### config.mk
export PLATFORM = sky130hd
export DESIGN_NAME = i2c_framed_tx_queue_retry_unit_flat
export DESIGN_NICKNAME = d
export VERILOG_FILES = /design/src/sv/i2cftq_pkg.sv /design/src/sv/i2cftq_ifs.sv /design/src/sv/i2cftq_ram.sv /design/src/sv/i2c_framed_tx_queue_retry_unit.sv /design/src/flat_wrapper.sv
export SDC_FILE = /design/constraint.sdc
export NUM_CORES = 2
export LEC_CHECK = 0
export ABC_AREA = 1
export ABC_CLOCK_PERIOD_IN_PS = 3200
export CAP_MARGIN = 0
export CORE_MARGIN = 3
export CORE_UTILIZATION = 29
export DETAILED_ROUTE_END_ITERATION = 16
export DONT_BUFFER_PORTS = 1
export PLACE_DENSITY = 0.51
export SYNTH_ARGS = -nofsm -noshare
export SYNTH_HDL_FRONTEND = slang
export SYNTH_SLANG_ARGS = --single-unit
### constraint.sdc
create_clock -name clk -period 3.2 [get_ports clk]
set_clock_uncertainty 0.1 [all_clocks]
set_input_delay 0.32 -clock clk [delete_from_list [all_inputs] [get_ports clk]]
set_output_delay 0.32 -clock clk [all_outputs]
set_load 0.01 [all_outputs]
### src/sv/i2cftq_pkg.sv
// shared types, constants and helpers for the framed i2c transmit queue
// no dependencies; every other file of the block uses this package
package i2cftq_pkg;

    localparam int DEPTH = 256;
    localparam int PTR_W = $clog2(DEPTH);
    localparam int CNT_W = $clog2(DEPTH + 1);
    localparam int FP_W  = 9;

    // request actions
    localparam logic [1:0] ACT_PUSH = 2'd0;
    localparam logic [1:0] ACT_IRQ  = 2'd1;
    localparam logic [1:0] ACT_POLL = 2'd2;

    // bus commands
    localparam logic [1:0] CMD_NONE  = 2'd0;
    localparam logic [1:0] CMD_START = 2'd1;
    localparam logic [1:0] CMD_WRITE = 2'd2;
    localparam logic [1:0] CMD_STOP  = 2'd3;

    typedef logic [PTR_W-1:0] ptr_t;
    typedef logic [CNT_W-1:0] cnt_t;

    typedef struct packed {
        logic [1:0] action;
        logic [7:0] data_byte;
        logic       bus_collision;
        logic       bus_stop_seen;
        logic       bus_start_active;
    } req_t;

    typedef struct packed {
        logic [1:0]      bus_command;
        logic [7:0]      tx_byte;
        logic            collision_seen;
        logic [FP_W-1:0] frames_pending;
        logic            queue_full;
    } rsp_t;

    function automatic ptr_t next_ptr(input ptr_t p);
        return (p == PTR_W'(DEPTH - 1)) ? '0 : ptr_t'(p + 1'b1);
    endfunction

endpackage

### src/sv/i2cftq_ifs.sv
// valid/ready channel interfaces: request, result and configuration write
// depends on i2cftq_pkg for the payload types
interface i2cftq_req_if;
    logic               valid;
    logic               ready;
    i2cftq_pkg::req_t   payload;

    modport source (output valid, output payload, input ready);
    modport sink   (input valid, input payload, output ready);
endinterface

interface i2cftq_rsp_if;
    logic               valid;
    logic               ready;
    i2cftq_pkg::rsp_t   payload;

    modport source (output valid, output payload, input ready);
    modport sink   (input valid, input payload, output ready);
endinterface

interface i2cftq_cfg_if;
    logic       valid;
    logic       ready;
    logic [7:0] data;

    modport source (output valid, output data, input ready);
    modport sink   (input valid, input data, output ready);
endinterface

### src/sv/i2cftq_ram.sv
// byte queue storage: one write port, one read port with registered data
// depends on i2cftq_pkg for depth and pointer width
module i2cftq_ram (
    input  logic              clk,
    input  logic              wr_en,
    input  i2cftq_pkg::ptr_t  wr_addr,
    input  logic [7:0]        wr_data,
    input  logic              rd_en,
    input  i2cftq_pkg::ptr_t  rd_addr,
    output logic [7:0]        rd_data
);
    import i2cftq_pkg::*;

    logic [7:0] mem [DEPTH];

    always_ff @(posedge clk)
    begin
        if (wr_en)
        begin
            mem[wr_addr] <= wr_data;
        end
    end

    always_ff @(posedge clk)
    begin
        if (rd_en)
        begin
            rd_data <= mem[rd_addr];
        end
    end

endmodule

### src/sv/i2c_framed_tx_queue_retry_unit.sv
// framed transmit queue with collision rollback for a multi-master i2c link
// depends on i2cftq_pkg, i2cftq_ifs and i2cftq_ram
//
//   channel  | dir | payload                                          | accepted when
//   req      | in  | action, data_byte, bus_collision, stop, start    | valid & ready
//   rsp      | out | bus_command, tx_byte, collision_seen, frames,... | valid & ready
//   cfg      | in  | data (device_id)                                 | valid & ready
//
// push, poll and interrupts without a queue byte load the rsp register directly;
// an interrupt that sends a frame byte waits in S_READ for the registered ram read.
// reset clears pointers, counters and flags at once; the ram is not cleared.
// a result waits in the rsp register; a new request is taken in the same
// cycle that the waiting result is taken. cfg is always ready.
module i2c_framed_tx_queue_retry_unit (
    input  logic          clk,
    input  logic          rst_n,
    i2cftq_req_if.sink    req,
    i2cftq_rsp_if.source  rsp,
    i2cftq_cfg_if.sink    cfg
);
    import i2cftq_pkg::*;

    typedef enum logic [1:0] {
        S_IDLE = 2'b01,
        S_READ = 2'b10
    } state_t;

    typedef enum logic [2:0] {
        PH_IDLE    = 3'b001,
        PH_SENDING = 3'b010,
        PH_END     = 3'b100
    } phase_t;

    state_t     state_reg, state_next;
    phase_t     phase_reg, phase_next;
    ptr_t       wp_reg, wp_next;
    ptr_t       rp_reg, rp_next;
    ptr_t       fsp_reg, fsp_next;
    cnt_t       bc_reg, bc_next;
    cnt_t       sent_reg, sent_next;
    cnt_t       fc_reg, fc_next;
    logic [1:0] hi_reg, hi_next;
    logic       sp_reg, sp_next;
    logic       coll_reg, coll_next;
    logic [7:0] dev_reg;
    logic       rsp_valid_reg, rsp_valid_next;
    rsp_t       rsp_reg, rsp_next;

    logic       req_fire;
    logic       out_free;
    logic       mem_wr_en;
    logic       mem_rd_en;
    logic [7:0] mem_rd_data;
    logic [1:0] cmd;
    logic [7:0] txb;
    logic       full;
    logic       load;

    // outcome of committing the sent frame
    logic       cm_all;
    ptr_t       cm_fsp;
    cnt_t       cm_bc;
    cnt_t       cm_fc;

    assign out_free  = !rsp_valid_reg || rsp.ready;
    assign req.ready = (state_reg == S_IDLE) && out_free;
    assign req_fire  = req.valid && req.ready;
    assign cfg.ready = 1'b1;
    assign rsp.valid   = rsp_valid_reg;
    assign rsp.payload = rsp_reg;

    // write and read never fall in the same cycle, so no forwarding is needed
    i2cftq_ram u_ram (
        .clk     (clk),
        .wr_en   (mem_wr_en),
        .wr_addr (wp_reg),
        .wr_data (req.payload.data_byte),
        .rd_en   (mem_rd_en),
        .rd_addr (rp_reg),
        .rd_data (mem_rd_data)
    );

    always_comb
    begin
        cm_all = (sent_reg >= bc_reg);
        cm_fsp = cm_all ? wp_reg : rp_reg;
        cm_bc  = cm_all ? '0 : cnt_t'(bc_reg - sent_reg);
        cm_fc  = (cm_all || fc_reg == '0) ? '0 : cnt_t'(fc_reg - 1'b1);
    end

    always_comb
    begin
        state_next = state_reg;
        phase_next = phase_reg;
        wp_next    = wp_reg;
        rp_next    = rp_reg;
        fsp_next   = fsp_reg;
        bc_next    = bc_reg;
        sent_next  = sent_reg;
        fc_next    = fc_reg;
        hi_next    = hi_reg;
        sp_next    = sp_reg;
        coll_next  = coll_reg;
        mem_wr_en  = 1'b0;
        mem_rd_en  = 1'b0;
        cmd        = CMD_NONE;
        txb        = 8'd0;
        full       = 1'b0;
        load       = 1'b0;
        rsp_next   = rsp_reg;

        unique case (state_reg)
            S_IDLE:
            begin
                if (req_fire)
                begin
                    case (req.payload.action)
                        ACT_PUSH:
                        begin
                            if (bc_reg >= cnt_t'(DEPTH))
                            begin
                                full = 1'b1;
                            end
                            else
                            begin
                                mem_wr_en = 1'b1;
                                if (req.payload.data_byte == 8'd0)
                                begin
                                    fc_next = cnt_t'(fc_reg + 1'b1);
                                end
                                wp_next = next_ptr(wp_reg);
                                bc_next = cnt_t'(bc_reg + 1'b1);
                            end
                        end
                        ACT_IRQ:
                        begin
                            if (req.payload.bus_collision)
                            begin
                                // roll back to the frame start for a resend
                                phase_next = PH_IDLE;
                                coll_next  = 1'b1;
                                rp_next    = fsp_reg;
                                sent_next  = '0;
                            end
                            else if (req.payload.bus_stop_seen)
                            begin
                                phase_next = PH_IDLE;
                            end
                            else if (req.payload.bus_start_active)
                            begin
                                if (phase_reg == PH_SENDING)
                                begin
                                    cmd = CMD_WRITE;
                                    case (hi_reg)
                                        2'd0:
                                        begin
                                            txb     = 8'd0;
                                            hi_next = 2'd1;
                                        end
                                        2'd1:
                                        begin
                                            txb     = dev_reg;
                                            hi_next = 2'd2;
                                        end
                                        default:
                                        begin
                                            // frame byte: result follows the ram read
                                            mem_rd_en  = 1'b1;
                                            rp_next    = next_ptr(rp_reg);
                                            if (sent_reg < cnt_t'(DEPTH))
                                            begin
                                                sent_next = cnt_t'(sent_reg + 1'b1);
                                            end
                                            state_next = S_READ;
                                        end
                                    endcase
                                end
                                else if (phase_reg == PH_END)
                                begin
                                    phase_next = PH_IDLE;
                                    sp_next    = 1'b1;
                                    cmd        = CMD_STOP;
                                end
                            end
                        end
                        ACT_POLL:
                        begin
                            if (sp_reg && req.payload.bus_stop_seen)
                            begin
                                sp_next  = 1'b0;
                                rp_next  = cm_all ? wp_reg : rp_reg;
                                fsp_next = cm_fsp;
                                bc_next  = cm_bc;
                                fc_next  = cm_fc;
                                sent_next = '0;
                                if (cm_fc != '0 && !req.payload.bus_start_active)
                                begin
                                    hi_next    = 2'd0;
                                    phase_next = PH_SENDING;
                                    coll_next  = 1'b0;
                                    cmd        = CMD_START;
                                end
                            end
                            else if (fc_reg != '0 && !req.payload.bus_start_active)
                            begin
                                if (sp_reg)
                                begin
                                    sp_next  = 1'b0;
                                    rp_next  = cm_all ? wp_reg : rp_reg;
                                    fsp_next = cm_fsp;
                                    bc_next  = cm_bc;
                                    fc_next  = cm_fc;
                                    sent_next = '0;
                                end
                                else
                                begin
                                    hi_next    = 2'd0;
                                    phase_next = PH_SENDING;
                                    coll_next  = 1'b0;
                                    cmd        = CMD_START;
                                end
                            end
                        end
                        default:
                        begin
                        end
                    endcase

                    if (!mem_rd_en)
                    begin
                        load                    = 1'b1;
                        rsp_next.bus_command    = cmd;
                        rsp_next.tx_byte        = txb;
                        rsp_next.collision_seen = coll_next;
                        rsp_next.frames_pending = FP_W'(fc_next);
                        rsp_next.queue_full     = full;
                    end
                end
            end
            S_READ:
            begin
                if (out_free)
                begin
                    load                    = 1'b1;
                    rsp_next.bus_command    = CMD_WRITE;
                    rsp_next.tx_byte        = mem_rd_data;
                    rsp_next.collision_seen = coll_reg;
                    rsp_next.frames_pending = FP_W'(fc_reg);
                    rsp_next.queue_full     = 1'b0;
                    if (mem_rd_data == 8'd0)
                    begin
                        phase_next = PH_END;
                    end
                    state_next = S_IDLE;
                end
            end
            default:
            begin
                state_next = S_IDLE;
            end
        endcase

        rsp_valid_next = load ? 1'b1 : (rsp.ready ? 1'b0 : rsp_valid_reg);
    end

    always_ff @(posedge clk or negedge rst_n)
    begin
        if (!rst_n)
        begin
            state_reg     <= S_IDLE;
            phase_reg     <= PH_IDLE;
            wp_reg        <= '0;
            rp_reg        <= '0;
            fsp_reg       <= '0;
            bc_reg        <= '0;
            sent_reg      <= '0;
            fc_reg        <= '0;
            hi_reg        <= 2'd0;
            sp_reg        <= 1'b0;
            coll_reg      <= 1'b0;
            dev_reg       <= 8'd0;
            rsp_valid_reg <= 1'b0;
        end
        else
        begin
            state_reg     <= state_next;
            phase_reg     <= phase_next;
            wp_reg        <= wp_next;
            rp_reg        <= rp_next;
            fsp_reg       <= fsp_next;
            bc_reg        <= bc_next;
            sent_reg      <= sent_next;
            fc_reg        <= fc_next;
            hi_reg        <= hi_next;
            sp_reg        <= sp_next;
            coll_reg      <= coll_next;
            rsp_valid_reg <= rsp_valid_next;
            if (cfg.valid && cfg.ready)
            begin
                dev_reg <= cfg.data;
            end
        end
    end

    always_ff @(posedge clk)
    begin
        rsp_reg <= rsp_next;
    end

endmodule

### src/flat_wrapper.sv
// flat-port wrapper written by rule: the top's interface ports become plain ports
module i2c_framed_tx_queue_retry_unit_flat import i2cftq_pkg::*;
  (clk, rst_n, req_valid, req_payload, req_ready, rsp_valid, rsp_payload, rsp_ready, cfg_valid, cfg_data, cfg_ready);
  i2cftq_req_if req_i ();
  i2cftq_rsp_if rsp_i ();
  i2cftq_cfg_if cfg_i ();
  input  logic clk;
  input  logic rst_n;
  input wire logic [$bits(req_i.valid)-1:0] req_valid;
  input wire logic [$bits(req_i.payload)-1:0] req_payload;
  output wire logic [$bits(req_i.ready)-1:0] req_ready;
  output wire logic [$bits(rsp_i.valid)-1:0] rsp_valid;
  output wire logic [$bits(rsp_i.payload)-1:0] rsp_payload;
  input wire logic [$bits(rsp_i.ready)-1:0] rsp_ready;
  input wire logic [$bits(cfg_i.valid)-1:0] cfg_valid;
  input wire logic [$bits(cfg_i.data)-1:0] cfg_data;
  output wire logic [$bits(cfg_i.ready)-1:0] cfg_ready;
  assign req_i.valid = req_valid;
  assign req_i.payload = req_payload;
  assign req_ready = req_i.ready;
  assign rsp_valid = rsp_i.valid;
  assign rsp_payload = rsp_i.payload;
  assign rsp_i.ready = rsp_ready;
  assign cfg_i.valid = cfg_valid;
  assign cfg_i.data = cfg_data;
  assign cfg_ready = cfg_i.ready;
  i2c_framed_tx_queue_retry_unit u_core (.clk(clk), .rst_n(rst_n), .req(req_i), .rsp(rsp_i), .cfg(cfg_i));
endmodule
# Word level (Yosys, flattened, before mapping)
# Memories as Yosys holds them, arrays and structs flattened. A register that Yosys moved wholly into a read port is not among the register bits.
# Index checks and enable logic that the tools add are counted.
word_totals:
  output_inout_bits: 24
  latch_bits: 0
  mem_bits_rw: 2048
  ff_bits: 90
  mem_bits_ro: 0
  in_bits: 26
  n_memories: 1
mem_list:
  columns: ["name", "words", "width", "read_ports", "rd_clocked_by_memory_dff", "wr", "line_no", "text"]
  rows:
  - ["u_core.u_ram.mem", 256, 8, 1, 1, 1, "i2cftq_ram.sv:14", "logic [7:0] mem [DEPTH];"]
classes:
  reduce_logical: 34
  bitwise: 1
  n_shift: 0
  div: 0
  addsub: 7
  mux: 126
  magnitude_cmp: 3
  n_mul: 0
  eq_ne: 43
ops:
  columns: ["cell", "n"]
  rows:
  - ["$mux 9", 20]
  - ["$mux 8", 17]
  - ["$mux 21", 3]
  - ["$pmux 9 s2", 3]
  - ["$mux 2", 23]
  - ["$pmux 21 s2", 1]
  - ["$mux 1", 37]
  - ["$mux 3", 12]
  - ["$add 9x1->9 const B", 3]
  - ["$ne 2x2->1 const B", 12]
  - ["$reduce_and 11->1", 2]
  - ["$ne 3x3->1 const B", 7]
  - ["$reduce_and 9->1", 2]
  - ["$reduce_bool 9->1", 2]
  - ["$add 8x1->8 const B", 2]
  - ["$eq 8x8->1 const B", 2]
  - ["$logic_not 8->1", 2]
  - ["$pmux 2 s2", 4]
  - ["$pmux 8 s2", 1]
  - ["$ne 5x5->1 const B", 3]
  - ["$ne 4x4->1 const B", 3]
  - ["$pmux 3 s2", 2]
  - ["$reduce_bool 2->1", 6]
  - ["$ne 2x1->1 const B", 5]
  - ["other kinds (25)", 40]

# Depth between registers and ports, before layout
depth:
  depth_word: 14
  mapped_depth: 18

# Hierarchy
# From an unflattened synthesis, not the netlist that was laid out.
hier_totals:
  cells_unflattened: 7740
  area_unflattened_um2: 89208.1
modules_own_cells:
  columns: ["mod", "seq_area_each_um2", "n_inst", "cells_each", "area_per_inst_um2"]
  rows:
  - ["i2cftq_ram", 61739.2, 1, 7003, 83476.3]
  - ["i2c_framed_tx_queue_retry_unit", 2359.8, 1, 737, 5731.7]

# Least setup slack after synthesis
# OpenSTA, ideal clock, no wires.
synth_path:
  kind: "register -> register"
  from: "reg u_core.state_reg[0]"
  to: "mem u_core.u_ram.mem[127][0] (enable)"
  t_arrival_ns: 2.388
  period_less_slack_ns: 2.871
  t_required_ns: 2.717
  setup_ns: 0.383
  path_slack_ns: 0.329
  stages_incl_launch_ff: 12
  path_cell_list: "dfstp_2 > ha_1 > inv_2 > nor2_4 > nand2_4 > nor3_4 > inv_4 > nor2_4 > inv_2 > nor2_4 > nand2_2 > nor3_1"
synth_via:
  elab_chain_len: 7
synth_lines:
  columns: ["item", "line_no", "text"]
  rows:
  - ["start, declared", "i2c_framed_tx_queue_retry_unit.sv:34", "state_t state_reg, state_next;"]
  - ["start signal, assigned", "i2c_framed_tx_queue_retry_unit.sv:286", "state_reg <= state_next;"]
  - ["$eq 2x1->1", "i2c_framed_tx_queue_retry_unit.sv:66", "assign req.ready = (state_reg == S_IDLE) && out_free;"]
  - ["$logic_and 1x1->1", "i2c_framed_tx_queue_retry_unit.sv:66", null]
  - ["named net req_ready", "flat_wrapper.sv:11", "output wire logic [$bits(req_i.ready)-1:0] req_ready;"]
  - ["$logic_and 1x1->1", "i2c_framed_tx_queue_retry_unit.sv:67", "assign req_fire = req.valid && req.ready;"]
  - ["$mux 1", "i2c_framed_tx_queue_retry_unit.sv:115", "if (req_fire)"]
  - ["$mux 1", "i2c_framed_tx_queue_retry_unit.sv:112", "unique case (state_reg)"]
  - ["$mux 1", "i2cftq_ram.sv:18", "if (wr_en)"]
  - ["$mux 1 (implied by the code)", "i2cftq_ram.sv:20", "mem[wr_addr] <= wr_data;"]
  - ["end, declared", "i2cftq_ram.sv:14", null]
# The timed path passes the listed nets, and every way through them passes these cells.

==> flow_metrics.py <==
metrics = {
    "sta": {
        "relSlewSlack_pct": 13.6,
        "fin_ws_ns": -0.00762,
        "post-route-period-util_pct": 100,
        "fin_crit_ns": 3.21,
        "final-hold-violation-count": 1204,
        "finalMaxSlewViolations": 0,
        "fmax_mhz": 312,
        "rsz0062_at_grt": "true",
        "finalSetupViolations": 1,
        "whs_ns": -0.385,
        "worstMarginPinSlew_ns": 1.30,
    },
    "finish": {
        "stdcell_count": 11300,
        "finalInstanceArea_um2": 103000,
        "drive_gt1_share_pct": 13.6,
        "fin_nets": 7204,
        "top_register": "u_core.u_ram.mem",
        "fillers": 28900,
        "largest_register_ffs": 2048,
        "area_growth_pct": 17.6,
        "final_core_util_pct": 34.4,
    },
    "worst_setup_path": {
        "timing.critical_path.from": "u_core.rp_reg[0]$_DFFE_PN0P_",
        "crit_fanout": 54,
        "r2r-start": "u_core.rp_reg[0]$_DFFE_PN0P_",
        "r2r_setup_slack_ns": -0.008,
        "worst_setup_path_end_kind": "register",
        "worstSetupPathType": "reg -> reg",
        "slowest_stage": "dfrtp_4",
        "slowest_delay_ns": 0.55,
        "crit_top_cell": "nand3_1",
        "worstPathArrival_ns": 3.71,
        "crit_chain": "buf_6 -> buf_12 -> buf_16 -> buf_4 -> o21ai_0 -> o22ai_1 -> nand2_1 -> nand4_1 -> nand3_1 -> nand3_1 -> buf_4 -> nand3_1 -> nand2_1",
        "r2r_end": "u_core.u_ram.rd_data[2]$_DFFE_PP_",
        "crit_required_ns": 3.70,
        "endpoint": "u_core.u_ram.rd_data[2]$_DFFE_PP_",
        "start_kind": "register",
        "reg2regPathDepth": 13,
    },
    "place": {
        "io_buffers": 0,
        "place_area_um2": 94700,
        "dp_hpwl_um": 150000,
        "gp_congestion": 0.822,
        "dp_cells": 10800,
    },
    "outcome": {
        "violations": "hold timing, setup timing",
        "status": "finished with violations",
    },
    "route": {
        "drcViolationCount": 0,
        "drt_wl_total_um": 266000,
        "first_iter_violations": 6087,
        "via_per_inst": 5.15,
        "drt-met1-wl_um": 117000,
        "drtAntennaViolNets": 0,
        "dr.pass1.iters": 6,
        "vias": 58100,
        "wl_per_cell_um": 23.6,
        "wl_met3_um": 18500,
        "wl_met2_um": 124000,
        "top_layer": "met5",
    },
    "global_routing": {
        "antenna_found_initial": 9,
        "overflow": 0,
        "grt_pass1_vias": 57000,
        "track_usage_pct": 16.7,
        "grt_max_degree": 259,
        "grt_pass1_wl_um": 388000,
    },
    "logic_synthesis": {
        "synth_fp_nets": 6867,
        "synthArstFlopShare_pct": 3.22,
        "yosys_most_used_dff": "edfxtp_1",
        "yosysWarnings": 0,
        "ys_ff_latch": 2146,
        "syn_area_um2": 87200,
        "synth_top_family_by_area": "compound AO/OA/AOI/OAI gates",
        "synth_cell_types": 56,
        "yosysSeqAreaShare_pct": 73.5,
        "synth_area_leaders": "edfxtp_1 72%, o21ai_0 6.1%, nor2_1 5.8%",
        "synthMuxAreaShare_pct": 0,
        "synth_edf_count": 2077,
        "synth_compound_area_share_pct": 12.3,
        "synth.cells.most_frequent": "2,077 x edfxtp_1, 1,342 x nor2_1, 1,057 x o21ai_0, 390 x nand2_1, 315 x nand3_1",
        "synthAdderAreaFrac_pct": 0.367,
        "synth-xor-area-share_pct": 0.191,
        "syn_area_per_cell_um2": 12.8,
        "synth.top_cell.area_share_pct": 71.5,
        "syn_inst": 6816,
        "yosys.area_share.simple_pct": 10.1,
        "synth.most_common_cell": "edfxtp_1",
        "yosysTopAreaCell": "edfxtp_1",
    },
    "floorplan": {
        "coreArea_um2": 298000,
        "die_h_um": 554,
        "die_x_um": 554,
        "rows": 200,
        "dieArea_um2": 307000,
        "io_pins": 50,
        "initial_core_util_pct": 29.3,
    },
    "power_and_ir_drop": {
        "p_leak_nw": 33.1,
        "power_density_nw_per_um2": 850,
        "p_total_w": 0.0872,
        "ir_drop_uv": 634,
    },
    "clocking": {
        "cts_root_buffer": "clkbuf_16",
        "clk_pin_slew_ns": 0.06,
        "cts_made_buffers": 221,
        "cts_sinks": 2146,
        "clk_path_buf_depth": 3,
        "cts.htree.levels": 4,
        "cts_tree": "yes",
        "clk_latency_ns": 0.86,
    },
    "min_path": {
        "hp-class": "in -> reg",
    },
    "job": {
        "maxCapViolations": 0,
    },
}
[per-layer routing]
layer | up-vias | GRT usage, %
met5 | - | 0
met4 | 2 | 4.28
met3 | 348 | 3.03
met2 | 2026 | 27.0
met1 | 29600 | 23.1
li1 | 26100 | -
[final cells by class]
type                       count  area (µm²)  area share (%)
antenna                        2        5.00         0.00488
timing repair inverter         2        25.0          0.0244
tap                         3939        4930            4.80
multi-input combinational   4063       20200            19.7
clock buffer                 264        5700            5.56
sequential                  2146       64100            62.5
timing repair buffer         606        5600            5.45
clock inverter               147        1520            1.48
inverter                     113         484           0.472
[cells in the final DEF (no fill, tap or decap), types with 12 or more instances in the layout]
cell type      instances
nand3_2               17
o22ai_1              309
buf_12                60
buf_4                501
nand3_1              300
ha_1                  24
clkbuf_16            223
nand4_1               48
clkinv_2              49
nand2_2               20
o21ai_0             1053
edfxtp_1            2077
nand2_1              376
a21oi_1              128
inv_1                 94
dlygate4sd3_1         28
nor2_2                12
clkbuf_1              42
o21ai_1               81
dfrtp_1               63
o211ai_1              59
o221ai_1             200
nor3_1                17
nor2_1              1340
clkinv_1              57
bufinv_16             26
xor2_1                15
[timing repair]
action	4_1_cts	5_1_grt
gates resized for setup	12	23
endpoints found under the setup margin	5	16
hold endpoints to repair	2190	1879
gates cloned	2	2
pin swaps	1	11
hold buffers	29	3
setup buffers	3	0
[per-stage QoR]
step	hold slack [ns]	setup WS (ns)	setup TNS, ns
after detailed placement	-0.0728	-0.198	-0.369
after CTS	-0.506	0.00000622	0
after global routing	-0.470	-0.0506	-0.128
final	-0.385	-0.00762	-0.00762
after floorplan	-0.0756	0.329	0
after global placement	-0.0729	-0.196	-0.474
[critical path, delay by kind of cell, from the launching register on]
kind,cells,cell delay (ns)
AOI/OAI and AO/OA,2,0.31
buffers and inverters,5,0.93
DFF,1,0.55
and+or+nand+nor,6,1.02
[where the power goes]
group	switching, W	internal, W
clock	0.0110	0.0148
sequential	0.000482	0.0313
combinational	0.0204	0.00928
total	0.0318	0.0554
[worst min-delay path by stage]
| stage | startpoint | endpoint | slack (ns) | cells after the start |
|---|---|---|---|---|
| 6_report | req_payload[10] | u_core.u_ram.mem[146][7]$_DFFE_PP_ | -0.39 | 0 |
| 5_1_grt | req_payload[10] | u_core.u_ram.mem[146][7]$_DFFE_PP_ | -0.47 | 0 |
| 4_1_cts | req_payload[10] | u_core.u_ram.mem[146][7]$_DFFE_PP_ | -0.51 | 0 |
| 3_5_place_dp | rst_n | u_core.dev_reg[3]$_DFFE_PN0P_ | -0.07 | 0 |
| 3_3_place_gp | rst_n | u_core.dev_reg[2]$_DFFE_PN0P_ | -0.07 | 0 |
| 2_1_floorplan | rst_n | u_core.bc_reg[0]$_DFFE_PN0P_ | -0.08 | 0 |
[kinds of logic (layout without fill, tap and decap cells)]
| group | after synthesis | count (layout) |
|---|---|---|
| XOR/XNOR | 19 | 19 |
| flip-flops | 2146 | 2146 |
| other | 1 | 3 |
| buffers and inverters | 607 | 1132 |
| adder cells (fa/ha/maj) | 25 | 25 |
| AND/OR/NAND/NOR | 2155 | 2155 |
| AO/OA/AOI/OAI | 1863 | 1863 |
No activity file was read; power rests on OpenSTA's default activity.
